`config.mk`:
```
export PLATFORM = sky130hd
export DESIGN_NAME = counting_semaphore_wait_queues_unit
export DESIGN_NICKNAME = d
export VERILOG_FILES = /design/src/design/csq_pkg.sv /design/src/design/csq_ram.sv /design/src/design/counting_semaphore_wait_queues_unit.sv
export SDC_FILE = /design/constraint.sdc
export NUM_CORES = 2
export LEC_CHECK = 0
export BUFFER_PORTS_ARGS = -buffer_cell sky130_fd_sc_hd__buf_2
export CORE_ASPECT_RATIO = 0.7
export CORE_MARGIN = 2
export CORE_UTILIZATION = 30
export CTS_BUF_LIST = sky130_fd_sc_hd__clkbuf_8 sky130_fd_sc_hd__clkbuf_16
export DETAILED_ROUTE_END_ITERATION = 8
export PLACE_DENSITY = 0.52
export SETUP_SLACK_MARGIN = 0.1
export SLEW_MARGIN = 20
export SYNTH_ARGS = -nofsm -noshare
export SYNTH_HDL_FRONTEND = slang
export SYNTH_SLANG_ARGS = --single-unit
export TNS_END_PERCENT = 30
```
`constraint.sdc`:
```
create_clock -name clock -period 10.3 [get_ports clock]
set_input_delay 1.03 -clock clock [delete_from_list [all_inputs] [get_ports clock]]
set_output_delay 1.03 -clock clock [all_outputs]
set_load 0.01 [all_outputs]
```
`src/design/csq_pkg.sv`:
```
// Shared types and constants for the counting semaphore unit with wait queues.
package csq_pkg;

   // Table geometry and fixed field widths.
   localparam int NUM_SEMS       = 4;
   localparam int SEM_BITS       = 2;
   localparam int INDEX_BITS     = 3;
   localparam int VALUE_BITS     = 16;
   localparam int CSR_INDEX_BITS = 4;
   localparam int CSR_DATA_BITS  = 16;

   // Defaults for the top-level parameters.
   localparam int DEF_WAIT_DEPTH = 16;
   localparam int DEF_TID_BITS   = 16;

   // Register map: init values first, then maximum values.
   localparam int CSR_INIT_BASE = 0;
   localparam int CSR_MAX_BASE  = NUM_SEMS;
   localparam int CSR_COUNT     = 2 * NUM_SEMS;

   // Request kinds.
   typedef enum logic {
      REQ_WAIT   = 1'b0,
      REQ_SIGNAL = 1'b1
   } req_kind_type;

   // Result status codes.
   typedef enum logic [1:0] {
      STATUS_OK         = 2'd0,
      STATUS_NO_SEM     = 2'd1,
      STATUS_AT_MAX     = 2'd2,
      STATUS_QUEUE_FULL = 2'd3
   } status_type;

endpackage

```
`src/design/csq_ram.sv`:
```
// Generic single-port-write, single-port-read RAM with a registered read.
module csq_ram #(
   parameter int WIDTH = 16,
   parameter int DEPTH = 64
) (
   input  logic                                    clock,
   input  logic                                    wr_en,
   input  logic [((DEPTH > 1) ? $clog2(DEPTH) : 1)-1:0] wr_addr,
   input  logic [WIDTH-1:0]                        wr_data,
   input  logic                                    rd_en,
   input  logic [((DEPTH > 1) ? $clog2(DEPTH) : 1)-1:0] rd_addr,
   output logic [WIDTH-1:0]                        rd_data
);

   logic [WIDTH-1:0] mem_ff [DEPTH];
   logic [WIDTH-1:0] rd_data_ff;

   // Write port and registered read port.
   always_ff @(posedge clock) begin
      if (wr_en) begin
         mem_ff[wr_addr] <= wr_data;
      end
      if (rd_en) begin
         rd_data_ff <= mem_ff[rd_addr];
      end
   end

   assign rd_data = rd_data_ff;

endmodule

```
`src/design/counting_semaphore_wait_queues_unit.sv`:
```
// Top level of the counting semaphore unit: four semaphores with FIFO wait queues.
//
// Usage: a request (req_type wait or signal, req_sem_index, req_caller_tid)
// is taken on the req_ channel when req_valid is high and req_stall is low.
// Every request yields exactly one response on the rsp_ channel, in order,
// carrying a status, whether the caller was queued, and the thread released
// by a signal. A response is taken when rsp_valid is high and rsp_stall low.
// Path: an accepted request waits in the middle stage for the registered RAM
// read (the wait queues live in one RAM), then moves into the response register.
// Throughput: one request per cycle while req_stall is low. Counters and queue
// pointers are updated in the cycle a request is taken, so the next request sees
// them directly. When the receiver stalls, the response register and the one
// request behind it hold, and req_stall rises until the response is taken.
// The csr_ port writes init values (indices 0 to 3, which also empty that
// queue) and maximum values (indices 4 to 7); other indices are ignored. It is
// always ready. Write it only while no request is in flight; the block does not
// enforce this. Reset clears all counts and queues and sets every maximum to one;
// the queue RAM needs no clearing since only pushed entries are ever read.
module counting_semaphore_wait_queues_unit #(
   parameter int WAIT_DEPTH = csq_pkg::DEF_WAIT_DEPTH,
   parameter int TID_BITS   = csq_pkg::DEF_TID_BITS
) (
   input  logic                                 clock,
   input  logic                                 reset,
   // Request channel
   input  logic                                 req_valid,
   output logic                                 req_stall,
   input  logic                                 req_type,
   input  logic [csq_pkg::INDEX_BITS-1:0]       req_sem_index,
   input  logic [TID_BITS-1:0]                  req_caller_tid,
   // Response channel
   output logic                                 rsp_valid,
   input  logic                                 rsp_stall,
   output logic [1:0]                           rsp_status,
   output logic                                 rsp_caller_blocked,
   output logic                                 rsp_woken_valid,
   output logic [TID_BITS-1:0]                  rsp_woken_tid,
   // Configuration write channel
   input  logic                                 csr_valid,
   output logic                                 csr_ready,
   input  logic [csq_pkg::CSR_INDEX_BITS-1:0]   csr_index,
   input  logic [csq_pkg::CSR_DATA_BITS-1:0]    csr_data
);

   import csq_pkg::*;

   localparam int PTR_BITS  = (WAIT_DEPTH > 1) ? $clog2(WAIT_DEPTH) : 1;
   localparam int FILL_BITS = $clog2(WAIT_DEPTH + 1);
   localparam int RAM_DEPTH = NUM_SEMS << PTR_BITS;
   localparam int ADDR_BITS = SEM_BITS + PTR_BITS;

   // Semaphore table registers.
   logic [VALUE_BITS-1:0] value_ff [NUM_SEMS];
   logic [VALUE_BITS-1:0] value_in [NUM_SEMS];
   logic [VALUE_BITS-1:0] max_ff   [NUM_SEMS];
   logic [VALUE_BITS-1:0] max_in   [NUM_SEMS];
   logic [PTR_BITS-1:0]   head_ff  [NUM_SEMS];
   logic [PTR_BITS-1:0]   head_in  [NUM_SEMS];
   logic [PTR_BITS-1:0]   tail_ff  [NUM_SEMS];
   logic [PTR_BITS-1:0]   tail_in  [NUM_SEMS];
   logic [FILL_BITS-1:0]  fill_ff  [NUM_SEMS];
   logic [FILL_BITS-1:0]  fill_in  [NUM_SEMS];

   // Middle stage, waiting for the RAM read, and the response register.
   logic       s1_valid_ff, s1_valid_in;
   status_type s1_status_ff, s1_status_in;
   logic       s1_blocked_ff, s1_blocked_in;
   logic       s1_woken_ff, s1_woken_in;
   logic       out_valid_ff, out_valid_in;
   status_type out_status_ff, out_status_in;
   logic       out_blocked_ff, out_blocked_in;
   logic       out_woken_ff, out_woken_in;
   logic [TID_BITS-1:0] out_tid_ff, out_tid_in;

   // Decode of the current request.
   logic                  accept;
   logic                  s1_move;
   logic                  csr_write;
   logic                  sem_ok;
   logic [SEM_BITS-1:0]   sem;
   logic [VALUE_BITS-1:0] cur_value;
   logic [VALUE_BITS-1:0] cur_max;
   logic [PTR_BITS-1:0]   cur_head;
   logic [PTR_BITS-1:0]   cur_tail;
   logic [FILL_BITS-1:0]  cur_fill;
   status_type            dec_status;
   logic                  dec_blocked;
   logic                  dec_woken;
   logic                  do_push;
   logic                  do_pop;
   logic                  do_dec;
   logic                  do_inc;
   logic [TID_BITS-1:0]   ram_rd_data;

   // Handshakes: the middle stage advances when the response register frees up.
   assign s1_move   = s1_valid_ff & (~out_valid_ff | ~rsp_stall);
   assign req_stall = s1_valid_ff & ~s1_move;
   assign accept    = req_valid & ~req_stall;
   assign csr_ready = 1'b1;
   assign csr_write = csr_valid & csr_ready;

   // Look up the addressed semaphore.
   assign sem_ok    = (req_sem_index < INDEX_BITS'(NUM_SEMS));
   assign sem       = req_sem_index[SEM_BITS-1:0];
   assign cur_value = value_ff[sem];
   assign cur_max   = max_ff[sem];
   assign cur_head  = head_ff[sem];
   assign cur_tail  = tail_ff[sem];
   assign cur_fill  = fill_ff[sem];

   // Decide what the request does to the addressed semaphore.
   always_comb begin
      dec_status  = STATUS_OK;
      dec_blocked = 1'b0;
      dec_woken   = 1'b0;
      do_push     = 1'b0;
      do_pop      = 1'b0;
      do_dec      = 1'b0;
      do_inc      = 1'b0;
      if (!sem_ok) begin
         dec_status = STATUS_NO_SEM;
      end else if (req_type == REQ_WAIT) begin
         if (cur_value == '0) begin
            if (cur_fill == FILL_BITS'(WAIT_DEPTH)) begin
               dec_status = STATUS_QUEUE_FULL;
            end else begin
               do_push     = 1'b1;
               dec_blocked = 1'b1;
            end
         end else begin
            do_dec = 1'b1;
         end
      end else begin
         if (cur_value >= cur_max) begin
            dec_status = STATUS_AT_MAX;
         end else if (cur_fill != '0) begin
            do_pop    = 1'b1;
            dec_woken = 1'b1;
         end else begin
            do_inc = 1'b1;
         end
      end
   end

   // Next state of the table: configuration writes, else the accepted request.
   always_comb begin
      value_in = value_ff;
      max_in   = max_ff;
      head_in  = head_ff;
      tail_in  = tail_ff;
      fill_in  = fill_ff;
      if (csr_write) begin
         if (csr_index < CSR_INDEX_BITS'(CSR_MAX_BASE)) begin
            value_in[csr_index[SEM_BITS-1:0]] = VALUE_BITS'(csr_data);
            head_in[csr_index[SEM_BITS-1:0]]  = '0;
            tail_in[csr_index[SEM_BITS-1:0]]  = '0;
            fill_in[csr_index[SEM_BITS-1:0]]  = '0;
         end else if (csr_index < CSR_INDEX_BITS'(CSR_COUNT)) begin
            max_in[csr_index[SEM_BITS-1:0]] = VALUE_BITS'(csr_data);
         end
      end else if (accept) begin
         if (do_dec) begin
            value_in[sem] = cur_value - VALUE_BITS'(1);
         end
         if (do_inc) begin
            value_in[sem] = cur_value + VALUE_BITS'(1);
         end
         if (do_push) begin
            tail_in[sem] = (cur_tail == PTR_BITS'(WAIT_DEPTH - 1)) ? '0
                                                                  : cur_tail + PTR_BITS'(1);
            fill_in[sem] = cur_fill + FILL_BITS'(1);
         end
         if (do_pop) begin
            head_in[sem] = (cur_head == PTR_BITS'(WAIT_DEPTH - 1)) ? '0
                                                                  : cur_head + PTR_BITS'(1);
            fill_in[sem] = cur_fill - FILL_BITS'(1);
         end
      end
   end

   // Wait queue storage: pushes write at the tail, pops read at the head.
   csq_ram #(
      .WIDTH (TID_BITS),
      .DEPTH (RAM_DEPTH)
   ) u_wait_ram (
      .clock   (clock),
      .wr_en   (accept & do_push),
      .wr_addr (ADDR_BITS'({sem, cur_tail})),
      .wr_data (req_caller_tid),
      .rd_en   (accept & do_pop),
      .rd_addr (ADDR_BITS'({sem, cur_head})),
      .rd_data (ram_rd_data)
   );

   // Pipeline control for the middle stage and the response register.
   always_comb begin
      s1_valid_in    = s1_valid_ff;
      s1_status_in   = s1_status_ff;
      s1_blocked_in  = s1_blocked_ff;
      s1_woken_in    = s1_woken_ff;
      out_valid_in   = out_valid_ff;
      out_status_in  = out_status_ff;
      out_blocked_in = out_blocked_ff;
      out_woken_in   = out_woken_ff;
      out_tid_in     = out_tid_ff;
      if (accept) begin
         s1_valid_in   = 1'b1;
         s1_status_in  = dec_status;
         s1_blocked_in = dec_blocked;
         s1_woken_in   = dec_woken;
      end else if (s1_move) begin
         s1_valid_in = 1'b0;
      end
      if (s1_move) begin
         out_valid_in   = 1'b1;
         out_status_in  = s1_status_ff;
         out_blocked_in = s1_blocked_ff;
         out_woken_in   = s1_woken_ff;
         out_tid_in     = s1_woken_ff ? ram_rd_data : '0;
      end else if (out_valid_ff && !rsp_stall) begin
         out_valid_in = 1'b0;
      end
   end

   // Control and payload registers.
   always_ff @(posedge clock) begin
      if (reset) begin
         s1_valid_ff  <= 1'b0;
         out_valid_ff <= 1'b0;
         for (int s = 0; s < NUM_SEMS; s++) begin
            value_ff[s] <= '0;
            max_ff[s]   <= VALUE_BITS'(1);
            head_ff[s]  <= '0;
            tail_ff[s]  <= '0;
            fill_ff[s]  <= '0;
         end
      end else begin
         s1_valid_ff  <= s1_valid_in;
         out_valid_ff <= out_valid_in;
         value_ff     <= value_in;
         max_ff       <= max_in;
         head_ff      <= head_in;
         tail_ff      <= tail_in;
         fill_ff      <= fill_in;
      end
      s1_status_ff   <= s1_status_in;
      s1_blocked_ff  <= s1_blocked_in;
      s1_woken_ff    <= s1_woken_in;
      out_status_ff  <= out_status_in;
      out_blocked_ff <= out_blocked_in;
      out_woken_ff   <= out_woken_in;
      out_tid_ff     <= out_tid_in;
   end

   assign rsp_valid          = out_valid_ff;
   assign rsp_status         = out_status_ff;
   assign rsp_caller_blocked = out_blocked_ff;
   assign rsp_woken_valid    = out_woken_ff;
   assign rsp_woken_tid      = out_tid_ff;

   // A queued caller or a released waiter always comes with an ok status.
   a_flags_ok: assert property (@(posedge clock) disable iff (reset)
      rsp_valid && (rsp_caller_blocked || rsp_woken_valid) |-> rsp_status == STATUS_OK)
      else $error("blocked or woken response without ok status");

   // A response never both queues the caller and releases a waiter.
   a_flags_exclusive: assert property (@(posedge clock) disable iff (reset)
      rsp_valid |-> !(rsp_caller_blocked && rsp_woken_valid))
      else $error("response both blocked and woken");

   // A stalled middle stage keeps new requests out.
   a_no_overrun: assert property (@(posedge clock) disable iff (reset)
      s1_valid_ff && out_valid_ff && rsp_stall |-> !accept)
      else $error("request accepted over a held stage");

   // A pop is only issued on a non-empty queue.
   a_pop_nonempty: assert property (@(posedge clock) disable iff (reset)
      accept && do_pop |-> cur_fill != '0 && cur_fill <= FILL_BITS'(WAIT_DEPTH))
      else $error("pop from an empty queue");

   // The queue fill of the addressed semaphore never exceeds the depth.
   a_fill_bound: assert property (@(posedge clock) disable iff (reset)
      sem_ok |-> cur_fill <= FILL_BITS'(WAIT_DEPTH))
      else $error("queue fill beyond depth");

endmodule
```
Yosys cells after proc, flatten, opt, wreduce, memory -nomap -nowiden
Memory sizes are Yosys's and may differ from the RTL's. A register that Yosys moved wholly into a read port is not among the register bits.
Cells that the tools add are included.
{"block": "classes", "eq_ne": 4, "shift": 0, "mux": 84, "n_lt_le_gt_ge": 8, "add_sub_neg": 6, "n_reduce_logical": 15, "multipliers": 0, "n_bitwise": 18, "div": 0}
{"cell": "$mux 64", "n": 7}
{"cell": "$bwmux 64", "n": 4}
{"cell": "$mux 16", "n": 14}
{"cell": "$mux 20", "n": 7}
{"cell": "$bmux 16 s2", "n": 2}
{"cell": "$demux 16 s2", "n": 2}
{"cell": "$bwmux 20", "n": 2}
{"cell": "$and 16x16->16", "n": 2}
{"cell": "$bwmux 16", "n": 2}
{"cell": "$mux 4", "n": 8}
{"cell": "$mux 1", "n": 21}
{"cell": "$and 20x20->20", "n": 1}
{"cell": "$demux 5 s2", "n": 2}
{"cell": "$mux 5", "n": 4}
{"cell": "$not 20->20", "n": 1}
{"cell": "$add 16x1->16 const B", "n": 1}
{"cell": "$bmux 4 s2", "n": 2}
{"cell": "$demux 4 s2", "n": 2}
{"cell": "$ge 16x16->1", "n": 1}
{"cell": "$logic_not 16->1", "n": 1}
{"cell": "$not 16->16", "n": 1}
{"cell": "$sub 16x1->16 const B", "n": 1}
{"cell": "$bmux 5 s2", "n": 1}
{"cell": "$reduce_bool 2->1", "n": 5}
{"cell": "21 further kinds", "n": 41}
{"block": "word_totals", "regBits": 206, "latch_bits": 0, "in_bits": 45, "wordCells": 165, "out_inout_bits": 23, "memories": 1, "rom_bits": 0, "ramBits": 1024}
{"name": "u_wait_ram.mem_ff", "words": 64, "width": 16, "rd": 1, "rd_clocked_by_memory_dff": 1, "write_ports": 1, "line": "csq_ram.sv:15", "text": "logic [WIDTH-1:0] mem_ff [DEPTH];"}

Longest topological paths before layout
{"block": "depth", "ltp_word": 16, "mapped_depth": 19, "depth_no_buf": 12}

Modules after synthesis
Synthesis repeated with hierarchy kept, for this count alone.
{"block": "unflattened", "cells_unflattened": 3219, "area_unflattened_um2": 52241.4}
{"mod": "csq_ram", "cells_each": 1829, "area_per_inst_um2": 40202.3, "seq_area_each_um2": 31230.0, "n_inst": 1}
{"mod": "counting_semaphore_wait_queues_unit", "cells_each": 1390, "area_per_inst_um2": 12039.0, "seq_area_each_um2": 4364.2, "n_inst": 1}

Worst setup path before layout
Ideal clock, no wire load.
{"block": "synth_path", "kind": "input-to-reg", "startpoint": "input req_sem_index[1] (netlist bit)", "endpoint": "register u_wait_ram.rd_data_ff[0] (netlist: u_wait_ram.rd_data[0]) (read register of u_wait_ram.mem_ff) (enable)", "cell_stages": 15, "slack_ns": 4.746, "setup_time_ns": 0.388, "arrival_time_ns": 5.166, "path_buffers": 6, "required_ns": 9.912, "cell_sequence": "buf_2 -> buf_2 -> buf_2 -> buf_2 -> buf_2 -> buf_1 -> mux4_2 -> inv_1 -> ha_1 -> a21oi_1 -> o21ai_0 -> a2111oi_0 -> o21a_1 -> nand2_1 -> nor2_1"}
{"block": "synth_via", "elab_chain_len": 10, "word_cells_on_any_way": 21, "cone_classes": "2 x order compare; 16 x mux; 2 x bitwise; 1 x reduce/logical"}
{"item": "from (decl)", "line": "counting_semaphore_wait_queues_unit.sv:29", "text": "input logic [csq_pkg::INDEX_BITS-1:0] req_sem_index,"}
{"item": "parallel branches: the longest is 8 deep, another holds $ge 16x16->1"}
{"item": "$mux 1 (*)"}
{"item": "$and 1x1->1 (*)", "line": "counting_semaphore_wait_queues_unit.sv:190", "text": ".rd_en (accept & do_pop),"}
{"item": "named net u_wait_ram.rd_en", "line": "csq_ram.sv:10", "text": "input logic rd_en,"}
{"item": "to (decl)", "line": "csq_ram.sv:16", "text": "logic [WIDTH-1:0] rd_data_ff;"}
Mark *: on every way through the listed nets, which the timed path passes. The select of a mux whose other input is x is not followed.
A chain may end at the register's enable or synchronous reset.

Final worst setup path
{"block": "layout_path", "startpoint": "input req_sem_index[0] (netlist bit)", "endpoint": "memory u_wait_ram.mem_ff[20][14] (enable)"}
{"block": "layout_via", "elab_chain_len": 12, "word_cells_on_any_way": 20, "cone_classes": "1 x order compare; 1 x eq/ne; 15 x mux; 2 x bitwise; 1 x reduce/logical"}
{"item": "$not 2->3 (implied by the code)", "line": "counting_semaphore_wait_queues_unit.sv:105, counting_semaphore_wait_queues_unit.sv:108, counting_semaphore_wait_queues_unit.sv:109"}
{"item": "$bmux 5 s2", "line": "counting_semaphore_wait_queues_unit.sv:109", "text": "assign cur_fill = fill_ff[sem];"}
{"item": "$mux 5 (implied by the code) (2 in series)", "line": "counting_semaphore_wait_queues_unit.sv:109"}
{"item": "$eq 5x5->1", "line": "counting_semaphore_wait_queues_unit.sv:124", "text": "if (cur_fill == FILL_BITS'(WAIT_DEPTH)) begin"}
{"item": "$mux 1", "line": "counting_semaphore_wait_queues_unit.sv:124"}
{"item": "$mux 1 (2 in series)"}
{"item": "$mux 1", "line": "counting_semaphore_wait_queues_unit.sv:120", "text": "if (!sem_ok) begin"}
{"item": "$and 1x1->1", "line": "counting_semaphore_wait_queues_unit.sv:187", "text": ".wr_en (accept & do_push),"}
{"item": "$mux 1", "line": "csq_ram.sv:20", "text": "if (wr_en) begin"}
{"item": "$mux 1 (implied by the code)", "line": "csq_ram.sv:21", "text": "mem_ff[wr_addr] <= wr_data;"}
{"item": "to (decl)", "line": "csq_ram.sv:15"}
Parallel ways exist; a longest one is shown, timed or not. The select of a mux whose other input is x is not followed.

==> impl.org <==
** Die
- Die extent in y :: between 300 and 400 µm
- For this configuration, the core starts out at a cell density of between 30% and 40%.
- Area inside the core boundary :: about 0.17 mm²
- Total I/O pin count :: between 60 and 70
- X dimension of the die :: 497 µm
- Die area :: ~0.17 mm²
- Number of rows created at floorplan :: 126

** Power and ir drop
- IR analysis of the VDD net gives a maximum drop of roughly 0.00018 V.
- Leak Pwr :: 17.9 nW
- Pwr Density :: around 190 mW/mm²
- Power Total :: around 11 mW

** Route
- Total wire length after detailed routing :: roughly 150 mm
- Number of nets still failing antenna checks after routing :: 0
- After detailed routing, the average wire length per cell comes to roughly 26 µm.
- Via count of the routed design :: slightly below 30000
- Via density per instance :: approximately 5.3
- Initial detailed-routing violation count :: roughly 3700
- First-pass iteration count of the detailed router :: 6
- Remaining design rule violation count :: 0

** Clock tree
- # clock sinks :: ~1200
- H-Tree Level Count :: 4
- Number of buffers created by CTS :: between 100 and 150
- After clock tree synthesis, the repair step resized 0 gates.
- After clock tree synthesis, the clock-pin slew on the worst setup and hold paths is roughly 0.060 ns.
- Clock tree buffer depth :: 3
- For the worst-skew pair, the clock arrives at the later sink with an insertion delay of a little under 0.8 ns.
- The cell sitting at the root of the clock tree is a clkbuf_16.
- Count of buffers added by post-CTS timing repair for setup :: 0
- Buffers inserted to repair hold after CTS numbered 0.
- Clock tree from TritonCTS :: done

** Hold path
- The worst hold path belongs to the class register to register.

** Placed design
- Post-place setup slack :: around 3.7 ns
- Placed instance count :: ~5300
- Final RePlAce weighted congestion :: 0.847
- Placement Cell Area :: 0.0541 mm²
- Half-perimeter wire length of the detailed placement result :: slightly below 90 mm
- The count of buffers added on input and output ports is 66.

** Yosys
- In this run, distinct cell masters in the synthesized netlist total 83.
- edfxtp_1 is the most common cell in the netlist.
- Averaged over all synthesized cells, the footprint is ~16 µm².
- In the synthesized netlist the dominant register cell turns out to be edfxtp_1.
- Yosys mapped a number of flops with a built-in enable equal to 1064.
- Most frequent cells after synthesis :: edfxtp_1, mux4_2, nand2_1
- In this run the biggest area consumer among cell types represents 62.5% of the synthesized area.
- Count of yosys warnings during synthesis :: 0
- Synth area leader :: edfxtp_1
- Async set or reset register ratio after synthesis :: 0%
- When the netlist entered floorplanning its net count stood at between 3000 and 4000.
- Synth Instances :: between 3000 and 4000
- Dominant cells by area after synthesis :: edfxtp_1, mux4_2, dfxtp_1
- Of the synthesized area, sequential elements account for a little over two thirds.
- Summed instance area of the synthesized netlist :: around 0.051 mm²
- FF+latch count, synth :: between 1000 and 1500

** STA
- After layout, the worst path uses a little under three fifths of the clock period.
- The worst path needs approximately 5.8 ns of the cycle, external delays included.
- Based on the critical path, the design can be clocked at up to 171 MHz.
- Hold violation total from the final report :: 0
- Setup repair after global routing left no endpoint under its margin.
- Measured against its own limit, the worst slew margin works out to roughly 22%.
- At the pin with the least slew margin, the transition time is approximately 1.2 ns.
- The count of final max-slew check failures was 0.
- Setup skew after layout :: 0.0401 ns
- Setup violations remaining at the end of the flow were counted as 0.
- For the final routed database, the setup TNS stands at 0 ns.
- Once routing completed, OpenROAD measured the worst setup slack at 4.46 ns.
- Hold Slack :: between 0.4 and 0.5 ns

** Critical path
- Required arrival time at the worst endpoint :: approximately 11 ns
- The setup path with the least slack is of type primary input to register.
- STA puts the critical path data arrival time at a little over 6 ns.
- STA classifies the critical path endpoint as a register.
- Max FO, Critical Path :: 32
- Startpoint class of the critical path :: primary input

** Finish
- Final standard cell utilization of the core :: about a third
- Fin area :: around 0.058 mm²
- Final cell count without fillers :: roughly 5500
- Layout cell share with drive strength beyond 1 :: 22.2%
- At the end of the flow, the number of nets in the layout was between 3000 and 4000.
- Relative to the synthesized area, the layout overhead comes to 14.4%.

** Run status
- The flow ran to the end, and the final reports show no timing, DRC or antenna violations.

** Global route
- Remaining global-route overflow :: 0
- Antenna violations before repair :: 4
- Maximum number of pins on one net before global-route repair :: ~100
- Global routing used between 10% and 20% of the available tracks.
- Number of global-route vias before repair :: around 28000
- The first global-routing pass estimated between 200 and 250 mm of wire.

** Run
- Max-cap violation count :: 0
cell usage in the layout, fill, tap and decap left out, types with 6 or more instances in the layout:
cell type   synthesis  final
a211oi_1           45     45
a21oi_1           187    182
a221o_1             6      6
a221oi_1           47     47
a22oi_1           146    146
a311oi_1           11      7
and2_1             22     21
buf_2              57     58
buf_4               7     69
bufinv_16           0      9
clkbuf_16           0    139
clkinv_1            0     23
clkinv_2            1     19
clkinvlp_4          0      9
dfxtp_1           182    182
edfxtp_1         1064   1064
ha_1               22     22
inv_1              37     60
mux2_2              7      7
mux2i_1            11     11
mux4_2            299    298
nand2_1           250    250
nand2b_1           16     16
nand3_1            25     25
nand3b_1            7      7
nor2_1            236    178
nor2_2              0     56
nor2b_1            12     11
nor3_1             36     35
o211ai_1           44     44
o21ai_0            40     38
or3_1               7      7
or3b_1             13     13
xnor2_1            20     20
xor2_1             13     13
logic make-up (layout without fill, tap and decap cells):
kind of cell             Yosys count  in the layout  share of synthesized area [%]
AO/OA/AOI/OAI                    583            583                           7.73
XOR/XNOR                          33             33                          0.565
adder cells (fa/ha/maj)           22             22                          0.538
buffers and inverters            253            406                           2.15
flip-flops                      1246           1246                           69.6
multiplexers                     318            318                           13.6
other                              1              2                        0.00733
AND/OR/NAND/NOR                  664            664                           5.85
per-layer routing:
metal	vias up	GRT usage, %	share of wire [%]
met3	170	3.57	8.3
met2	1258	23.3	42
met1	15300	25.4	48
met4	0	4.23	1.8
met5	-	0	0
li1	12600	-	-
sequential cells by signal, summed over array words and instances, names as in the netlist, named ones only:
| register | cells |
|---|---|
| value_ff | 60 |
| head_ff | 16 |
| u_wait_ram.rd_data | 16 |
| fill_ff | 18 |
| tail_ff | 16 |
| s1_status_ff | 2 |
| rsp_status | 2 |
| rsp_woken_valid | 1 |
| rsp_caller_blocked | 1 |
| s1_blocked_ff | 1 |
| rsp_valid | 1 |
| s1_woken_ff | 1 |
| max_ff | 64 |
| u_wait_ram.mem_ff | 1024 |
| rsp_woken_tid | 16 |
| s1_valid_ff | 1 |
worst max-delay path: stages:
cell,delay [ns]
buf_4,0.49
mux4_2,0.65
inv_1,0.12
ha_1,0.29
nand2_1,0.08
o22ai_1,0.25
nor3b_4,0.78
nand3_4,0.29
nor3_2,0.44
nand2_1,0.67
nor2_2,1.03
final timing paths:
| check | cells after the start | slack (ns) | startpoint | to |
|---|---|---|---|---|
| max | 11 | 4.46 | req_sem_index[0] | u_wait_ram.mem_ff[20][14]$_DFFE_PP_ |
| min | 0 | 0.42 | s1_status_ff[1]$_SDFFCE_PP0P_ | rsp_status[1]$_DFFE_PP_ |
| max reg2reg | 10 | 5.07 | value_ff[1]$_SDFFE_PP0P_ | u_wait_ram.mem_ff[20][14]$_DFFE_PP_ |
| min reg2reg | 0 | 0.42 | s1_status_ff[1]$_SDFFCE_PP0P_ | rsp_status[1]$_DFFE_PP_ |
final cells by class:
| type | count | area, µm² |
|---|---|---|
| multi-input cells | 1621 | 14700 |
| well taps | 2240 | 2800 |
| inverters | 39 | 155 |
| flip-flops and latches | 1246 | 35600 |
| clock inverters | 95 | 817 |
| clock buffers | 143 | 3530 |
| diodes | 1 | 2.50 |
| repair buffers | 129 | 848 |
| fillers | 16000 | 111000 |
power breakdown:
part	total, mW	switching, mW	internal, mW
combinational	0.634	0.438	0.197
sequential	5.52	0.0237	5.50
clock	4.78	2.06	2.72
total	10.9	2.52	8.42
Power figures use the tool's default switching activity.
